`config.mk`:
```
export PLATFORM = sky130hd
export DESIGN_NAME = hsv_to_rgb_converter_top
export DESIGN_NICKNAME = d
export VERILOG_FILES = /design/src/hsvrgb_pkg.sv /design/src/hsvrgb_datapath.sv /design/src/hsv_to_rgb_converter_top.sv
export SDC_FILE = /design/constraint.sdc
export NUM_CORES = 1
export LEC_CHECK = 0
export ABC_AREA = 0
export BUFFER_PORTS_ARGS = -buffer_cell sky130_fd_sc_hd__buf_2
export CAP_MARGIN = 40
export CORE_UTILIZATION = 63
export DETAILED_ROUTE_END_ITERATION = 7
export GPL_TIMING_DRIVEN = 1
export PLACE_DENSITY = 0.8
export SETUP_SLACK_MARGIN = 0.3
export SYNTH_ARGS = -nofsm -noshare
export SYNTH_HDL_FRONTEND = slang
export SYNTH_SLANG_ARGS = --single-unit
export TNS_END_PERCENT = 1
```
`constraint.sdc`:
```
create_clock -name clk -period 7.3 [get_ports clk]
set_clock_uncertainty 0.1 [all_clocks]
set_input_delay 1.095 -clock clk [delete_from_list [all_inputs] [get_ports clk]]
set_output_delay 1.095 -clock clk [all_outputs]
set_load 0.01 [all_outputs]
```
`src/hsvrgb_pkg.sv`:
```
// ----------------------------------------------------------------------------
// HSV to RGB package
// Shared widths and types for the HSV to RGB converter.
// ----------------------------------------------------------------------------
package hsvrgb_pkg;

    localparam int PIX_W      = 8;
    localparam int TDATA_W    = 3 * PIX_W;
    localparam int PIPE_DEPTH = 5;

    // one load enable per pipeline stage, stage 0 first
    typedef logic [PIPE_DEPTH-1:0] pipe_en_t;

endpackage

```
`src/hsvrgb_datapath.sv`:
```
// ----------------------------------------------------------------------------
// HSV to RGB datapath
// Five register stages: chroma, ramp, numerator, reciprocal, remainder fix.
// ----------------------------------------------------------------------------
module hsvrgb_datapath
    import hsvrgb_pkg::*;
(
    input  logic             clk,
    input  pipe_en_t         en,
    input  logic [PIX_W-1:0] hue,
    input  logic [PIX_W-1:0] saturation,
    input  logic [PIX_W-1:0] brightness,
    output logic [PIX_W-1:0] red,
    output logic [PIX_W-1:0] green,
    output logic [PIX_W-1:0] blue
);

    localparam logic [2:0] SECT_0 = 3'd0;
    localparam logic [2:0] SECT_1 = 3'd1;
    localparam logic [2:0] SECT_2 = 3'd2;
    localparam logic [2:0] SECT_3 = 3'd3;
    localparam logic [2:0] SECT_4 = 3'd4;
    localparam logic [2:0] SECT_5 = 3'd5;
    localparam logic [2:0] SECT_6 = 3'd6;

    localparam logic [23:0] DIV_C   = 24'd65025;
    localparam logic [16:0] RECIP_C = 17'd66051;   // floor(2^32 / 65025)

    // stage 1
    logic [15:0] c1_reg, c1_next;
    logic [10:0] t1_reg, t1_next;
    logic [7:0]  v1_reg;

    // stage 2
    logic [15:0] m2_reg, m2_next;
    logic [15:0] c2_reg;
    logic [7:0]  k2_reg, k2_next;
    logic [2:0]  sect2_reg, sect2_next;
    logic [7:0]  v2_reg;

    // stage 3
    logic [23:0] n3_reg, n3_next;
    logic [7:0]  lo3_reg, lo3_next;
    logic [2:0]  sect3_reg;
    logic [7:0]  v3_reg;

    // stage 4
    logic [23:0] n4_reg;
    logic [7:0]  q4_reg, q4_next;
    logic [7:0]  lo4_reg;
    logic [2:0]  sect4_reg;
    logic [7:0]  v4_reg;

    // stage 5 (output)
    logic [7:0]  r5_reg, r5_next;
    logic [7:0]  g5_reg, g5_next;
    logic [7:0]  b5_reg, b5_next;

    // stage 2 helpers
    logic [2:0]  raw_sect;
    logic [10:0] tm_base;
    logic [8:0]  tm;
    logic [7:0]  ramp_dist;
    // stage 3 helpers
    logic [23:0] ck_prod;
    logic [23:0] m255;
    logic [15:0] lo_sum;
    // stage 4 helpers
    logic [40:0] recip_prod;
    // stage 5 helpers
    logic [23:0] q_mul;
    logic [23:0] rem;
    logic [7:0]  mid;

    always_comb
    begin
        c1_next = 16'(brightness * saturation);
        t1_next = 11'({hue, 2'b00}) + 11'({hue, 1'b0});
    end

    always_comb
    begin
        raw_sect = 3'(32'(t1_reg >= 11'd255) + 32'(t1_reg >= 11'd510)
                 + 32'(t1_reg >= 11'd765) + 32'(t1_reg >= 11'd1020)
                 + 32'(t1_reg >= 11'd1275) + 32'(t1_reg >= 11'd1530));
        // t mod 510 by removing whole pairs of sectors
        case (raw_sect[2:1])
            2'd0:    tm_base = 11'd0;
            2'd1:    tm_base = 11'd510;
            2'd2:    tm_base = 11'd1020;
            2'd3:    tm_base = 11'd1530;
            default: tm_base = 11'd0;
        endcase
        tm = 9'(t1_reg - tm_base);
        if (tm >= 9'd255)
            ramp_dist = 8'(tm - 9'd255);
        else
            ramp_dist = 8'(9'd255 - tm);
        k2_next    = 8'd255 - ramp_dist;
        // hue 255 lands in sector 6, which wraps to sector 0
        sect2_next = (raw_sect == SECT_6) ? SECT_0 : raw_sect;
        m2_next    = 16'({v1_reg, 8'h00} - 16'(v1_reg)) - c1_reg;
    end

    always_comb
    begin
        ck_prod  = 24'(c2_reg * k2_reg);
        m255     = 24'({m2_reg, 8'h00}) - 24'(m2_reg);
        n3_next  = ck_prod + m255;
        // floor(m / 255), exact for m up to 65025
        lo_sum   = m2_reg + 16'(m2_reg[15:8]) + 16'd1;
        lo3_next = lo_sum[15:8];
    end

    always_comb
    begin
        // estimate is the true quotient or one short
        recip_prod = 41'(n3_reg * RECIP_C);
        q4_next    = recip_prod[39:32];
    end

    always_comb
    begin
        // 65025 = 65536 - 512 + 1
        q_mul = 24'({q4_reg, 16'h0000}) - 24'({q4_reg, 9'h000}) + 24'(q4_reg);
        rem   = n4_reg - q_mul;
        mid   = (rem >= DIV_C) ? q4_reg + 8'd1 : q4_reg;
        case (sect4_reg)
            SECT_0:
            begin
                r5_next = v4_reg;  g5_next = mid;     b5_next = lo4_reg;
            end
            SECT_1:
            begin
                r5_next = mid;     g5_next = v4_reg;  b5_next = lo4_reg;
            end
            SECT_2:
            begin
                r5_next = lo4_reg; g5_next = v4_reg;  b5_next = mid;
            end
            SECT_3:
            begin
                r5_next = lo4_reg; g5_next = mid;     b5_next = v4_reg;
            end
            SECT_4:
            begin
                r5_next = mid;     g5_next = lo4_reg; b5_next = v4_reg;
            end
            SECT_5:
            begin
                r5_next = v4_reg;  g5_next = lo4_reg; b5_next = mid;
            end
            default:
            begin
                r5_next = v4_reg;  g5_next = mid;     b5_next = lo4_reg;
            end
        endcase
    end

    always_ff @(posedge clk)
    begin
        if (en[0])
        begin
            c1_reg <= c1_next;
            t1_reg <= t1_next;
            v1_reg <= brightness;
        end
        if (en[1])
        begin
            m2_reg    <= m2_next;
            c2_reg    <= c1_reg;
            k2_reg    <= k2_next;
            sect2_reg <= sect2_next;
            v2_reg    <= v1_reg;
        end
        if (en[2])
        begin
            n3_reg    <= n3_next;
            lo3_reg   <= lo3_next;
            sect3_reg <= sect2_reg;
            v3_reg    <= v2_reg;
        end
        if (en[3])
        begin
            n4_reg    <= n3_reg;
            q4_reg    <= q4_next;
            lo4_reg   <= lo3_reg;
            sect4_reg <= sect3_reg;
            v4_reg    <= v3_reg;
        end
        if (en[4])
        begin
            r5_reg <= r5_next;
            g5_reg <= g5_next;
            b5_reg <= b5_next;
        end
    end

    assign red   = r5_reg;
    assign green = g5_reg;
    assign blue  = b5_reg;

endmodule

```
`src/hsv_to_rgb_converter_top.sv`:
```
// ----------------------------------------------------------------------------
// HSV to RGB converter
// 8-bit hue, saturation and brightness in; 8-bit red, green and blue out.
// ----------------------------------------------------------------------------
// Usage:
//   Input items arrive on s_tvalid / s_tready / s_tdata, results leave on
//   m_tvalid / m_tready / m_tdata, one result per input item, in order.
//   An accepted item passes through all five pipeline stages (chroma
//   product, hue ramp, numerator product, reciprocal product, remainder
//   fix-up and channel select) before m_tvalid rises for it; one item is
//   taken per cycle while a stalled receiver does not hold up the pipeline.
//   Each stage holds a valid bit. A stage loads when it is empty or the
//   stage after it moves on, so bubbles close up while the receiver stalls
//   and s_tready drops only once all five stages are full.
//   Reset clears the valid bits; the pipeline is empty and s_tready is high
//   from the first cycle after reset.
//   Hue 255 is taken as red sector 0.
// ----------------------------------------------------------------------------
module hsv_to_rgb_converter_top
    import hsvrgb_pkg::*;
(
    input  logic               clk,
    input  logic               rst_n,
    input  logic               s_tvalid,
    output logic               s_tready,
    input  logic [TDATA_W-1:0] s_tdata,  // hue, saturation, brightness
    output logic               m_tvalid,
    input  logic               m_tready,
    output logic [TDATA_W-1:0] m_tdata   // red, green, blue
);

    logic [PIPE_DEPTH-1:0] valid_reg, valid_next;
    logic [PIPE_DEPTH-1:0] stage_ready;
    pipe_en_t              en;
    logic [PIX_W-1:0]      red, green, blue;

    assign stage_ready[PIPE_DEPTH-1] = !valid_reg[PIPE_DEPTH-1] || m_tready;

    genvar gi;
    generate
        for (gi = 0; gi < PIPE_DEPTH - 1; gi++)
        begin : g_ready
            assign stage_ready[gi] = !valid_reg[gi] || stage_ready[gi+1];
        end
    endgenerate

    assign en = stage_ready;

    always_comb
    begin
        valid_next = valid_reg;
        if (en[0])
            valid_next[0] = s_tvalid;
        for (int i = 1; i < PIPE_DEPTH; i++)
        begin
            if (en[i])
                valid_next[i] = valid_reg[i-1];
        end
    end

    always_ff @(posedge clk or negedge rst_n)
    begin
        if (!rst_n)
            valid_reg <= '0;
        else
            valid_reg <= valid_next;
    end

    hsvrgb_datapath u_datapath
    (
        .clk        (clk),
        .en         (en),
        .hue        (s_tdata[PIX_W-1:0]),
        .saturation (s_tdata[2*PIX_W-1:PIX_W]),
        .brightness (s_tdata[3*PIX_W-1:2*PIX_W]),
        .red        (red),
        .green      (green),
        .blue       (blue)
    );

    assign s_tready = stage_ready[0];
    assign m_tvalid = valid_reg[PIPE_DEPTH-1];
    assign m_tdata  = {blue, green, red};

    // full pipe with a stalled receiver must push back
    a_full_stall: assert property (@(posedge clk) disable iff (!rst_n)
        (&valid_reg && !m_tready) |-> !s_tready)
        else $error("input taken while pipeline full and stalled");

    // an empty output stage never blocks the input
    a_empty_out: assert property (@(posedge clk) disable iff (!rst_n)
        !valid_reg[PIPE_DEPTH-1] |-> s_tready)
        else $error("input blocked with empty output stage");

    // output drained and nothing behind it: no result next cycle
    a_no_phantom: assert property (@(posedge clk) disable iff (!rst_n)
        (m_tready && !valid_reg[PIPE_DEPTH-2]) |=> !m_tvalid)
        else $error("result appeared without an item behind it");

endmodule
```
==> qor.txt <==
status: finished, final reports clean
CP required: 7.44 ns
Setup WS post-layout: 1.17 ns
period utilization: 84.0%
commonest cells after routing, fill and taps aside: 440 x inv_1, 358 x ha_1, 202 x edfxtp_1, 166 x fa_1, 129 x and2_1
TritonCTS clock tree: built
Highest Clock Rate: 163 MHz
num rows: 66
ANT nets after route: 0
cell count after synthesis: 2025
Final nets: 2636
# resized after CTS: 0
fin. max-slew vios: 0
crit path max fanout: 16
gr ovfl total: 0
CTS Buf Count: 24
Yosys warnings: 0
Netlist Area Pre-Place: 0.0209 mm2
die width: 184 um
Synth Net Count: 2577
CTS sink count: 207
initial antenna violation count: 0
met1 Use GR: 33.5%
CP Class: reg -> reg
fin util: 68.9%
Syn Area/Cell: 10.3 um2
top_reg_cell synth: edfxtp_1
met2 Track Usage GR: 46.2%
# setup viols final: 0
Startpoint Class: flop
CTS H-tree lvls: 1
Worst slew margin: 40.5%
Slew @ Worst Pin: 0.887 ns
r2r setup slk: 1.17 ns
I/O Buffers: 53
proportion of layout cells with a drive suffix above 1: 5.66%
final hold slack: 0.278 ns
die area: 0.0339 mm2
via count: 14400
drt drc: 0
vias in the first global route: 14500
GRT Total Usage: 26.2%
CTS Hold Bufs: 0
drt initial violations: 864
Reg clk slew, reported paths: 0.06 ns
later-pin clock latency in the skew report: 0.52 ns
unrepaired setup endpoints after global routing: false
diode count: 0
CP endpoint kind: flop
post-synthesis register bit count: 207
io pins: 54
root buffer cell: clkbuf_16
TNS Setup: 0 ns
DR pass1 iterations: 5
Final Hold Violating Endpoints: 0
Die H: 184 um
routability cong.: 0.915
Hold WC Path Type: in -> async
EDFF count, synth: 202
Initial Util: 64.1%
first-pass GRT wire length: 70200 um
crit path time final: 6.13 ns
Post-DP HPWL: 34700 um
area grow syn2layout: 7.48%
GR peak layer: met2
CORE AREA: 0.0326 mm2
pin count of the biggest net entering global routing: 53
dpl ws: 1.22 ns
Max-Cap Viols: 0
ys async rst share: 2.42%
postcts setup bufs: 0
Synth cell types: 76
Critical Path AT: 6.28 ns
CTS max path bufs: 3
WL per Instance: 16.8 um
Via density: 5.65
sequential area share after synthesis: 29.6%
GR Util met3: 3.34%
WL final: 42700 um
leading cell type in the layout, fill and taps excluded: inv_1
[cell usage after synthesis (all sizes together), types with 6 or more instances]
master  instances  area share, %
nand2         115            2.1
nor2           65            1.2
a22oi           8           0.29
or3             6           0.18
nor4            8           0.24
a21o           23           0.83
nand3          17           0.41
or2             7           0.21
fa            166             16
o221ai         10           0.42
xnor2          79            3.4
a32oi           6           0.25
ha            358             21
a211oi          9           0.37
o211ai          8           0.31
xor2           15           0.63
nor3           29           0.69
edfxtp        202             29
inv           440            7.9
a31oi           8           0.31
clkbuf         24           0.43
o21bai         14           0.50
nand4          14           0.55
nor2b          13           0.39
nand2b         11           0.33
o21a           22           0.79
a21oi          71            1.7
o21ai          58            1.4
and2          130            3.9
a311oi          6           0.25
[worst max-delay path: stages, from the launching register on]
cell	delay, ns
edfxtp_1	0.60
and2_1	0.25
fa_1	0.48
ha_1	0.28
inv_1	0.05
fa_1	0.53
inv_1	0.05
fa_1	0.47
ha_1	0.35
fa_1	0.48
a21o_1	0.19
a21oi_1	0.23
o21bai_1	0.11
a21oi_1	0.27
o21a_1	0.29
o211ai_1	0.13
a31oi_1	0.29
nor2b_1	0.08
o21a_1	0.19
o41ai_1	0.31
xnor2_1	0.12
[kinds of logic (layout without fill, tap and decap cells)]
| family | Yosys count | after routing | share of synthesized area, % |
|---|---|---|---|
| muxes | 8 | 8 | 0.401 |
| DFF | 207 | 207 | 29.6 |
| AOI/OAI and AO/OA | 292 | 292 | 9.45 |
| xor gates and xnor gates | 94 | 94 | 4.01 |
| adders and majority gates | 524 | 524 | 37.3 |
| buffers and inverters | 467 | 544 | 8.42 |
| and+or+nand+nor | 433 | 433 | 10.8 |
[layout make-up]
| class | count | area, um2 |
|---|---|---|
| clock inverters | 12 | 111 |
| inverters | 440 | 1650 |
| well taps | 442 | 553 |
| clock buffers | 32 | 652 |
| fillers | 2425 | 10100 |
| repair buffers | 60 | 350 |
| multi-input cells | 1351 | 13000 |
| flip-flops and latches | 207 | 6190 |
[layer usage]
metal	vias up	wire length, um
li1	6927	-
met1	6964	18300
met2	387	20900
met3	90	2210
met4	0	1330
met5	-	0
[per-stage QoR]
stage,cells,instance area (um2)
finish,2544,22500
global route,2544,22500
CTS,2543,22500
detailed placement,2499,21700
global placement,2498,21700
floorplan,2025,20900
[worst paths after layout]
check	start	endpoint	depth (start not counted)
max	u_datapath.k2_reg[5]	u_datapath.n3_reg[22]	20
min	rst_n	valid_reg[4]	1
max reg2reg	u_datapath.k2_reg[5]	u_datapath.n3_reg[22]	20
min reg2reg	u_datapath.sect3_reg[1]	u_datapath.sect4_reg[1]	0
max in group asynchronous	rst_n	valid_reg[2]	1
min in group clk	u_datapath.sect3_reg[1]	u_datapath.sect4_reg[1]	0
Power is not shown: default switching activity piles up to over one toggle a cycle in this logic, so the estimate is an artifact.
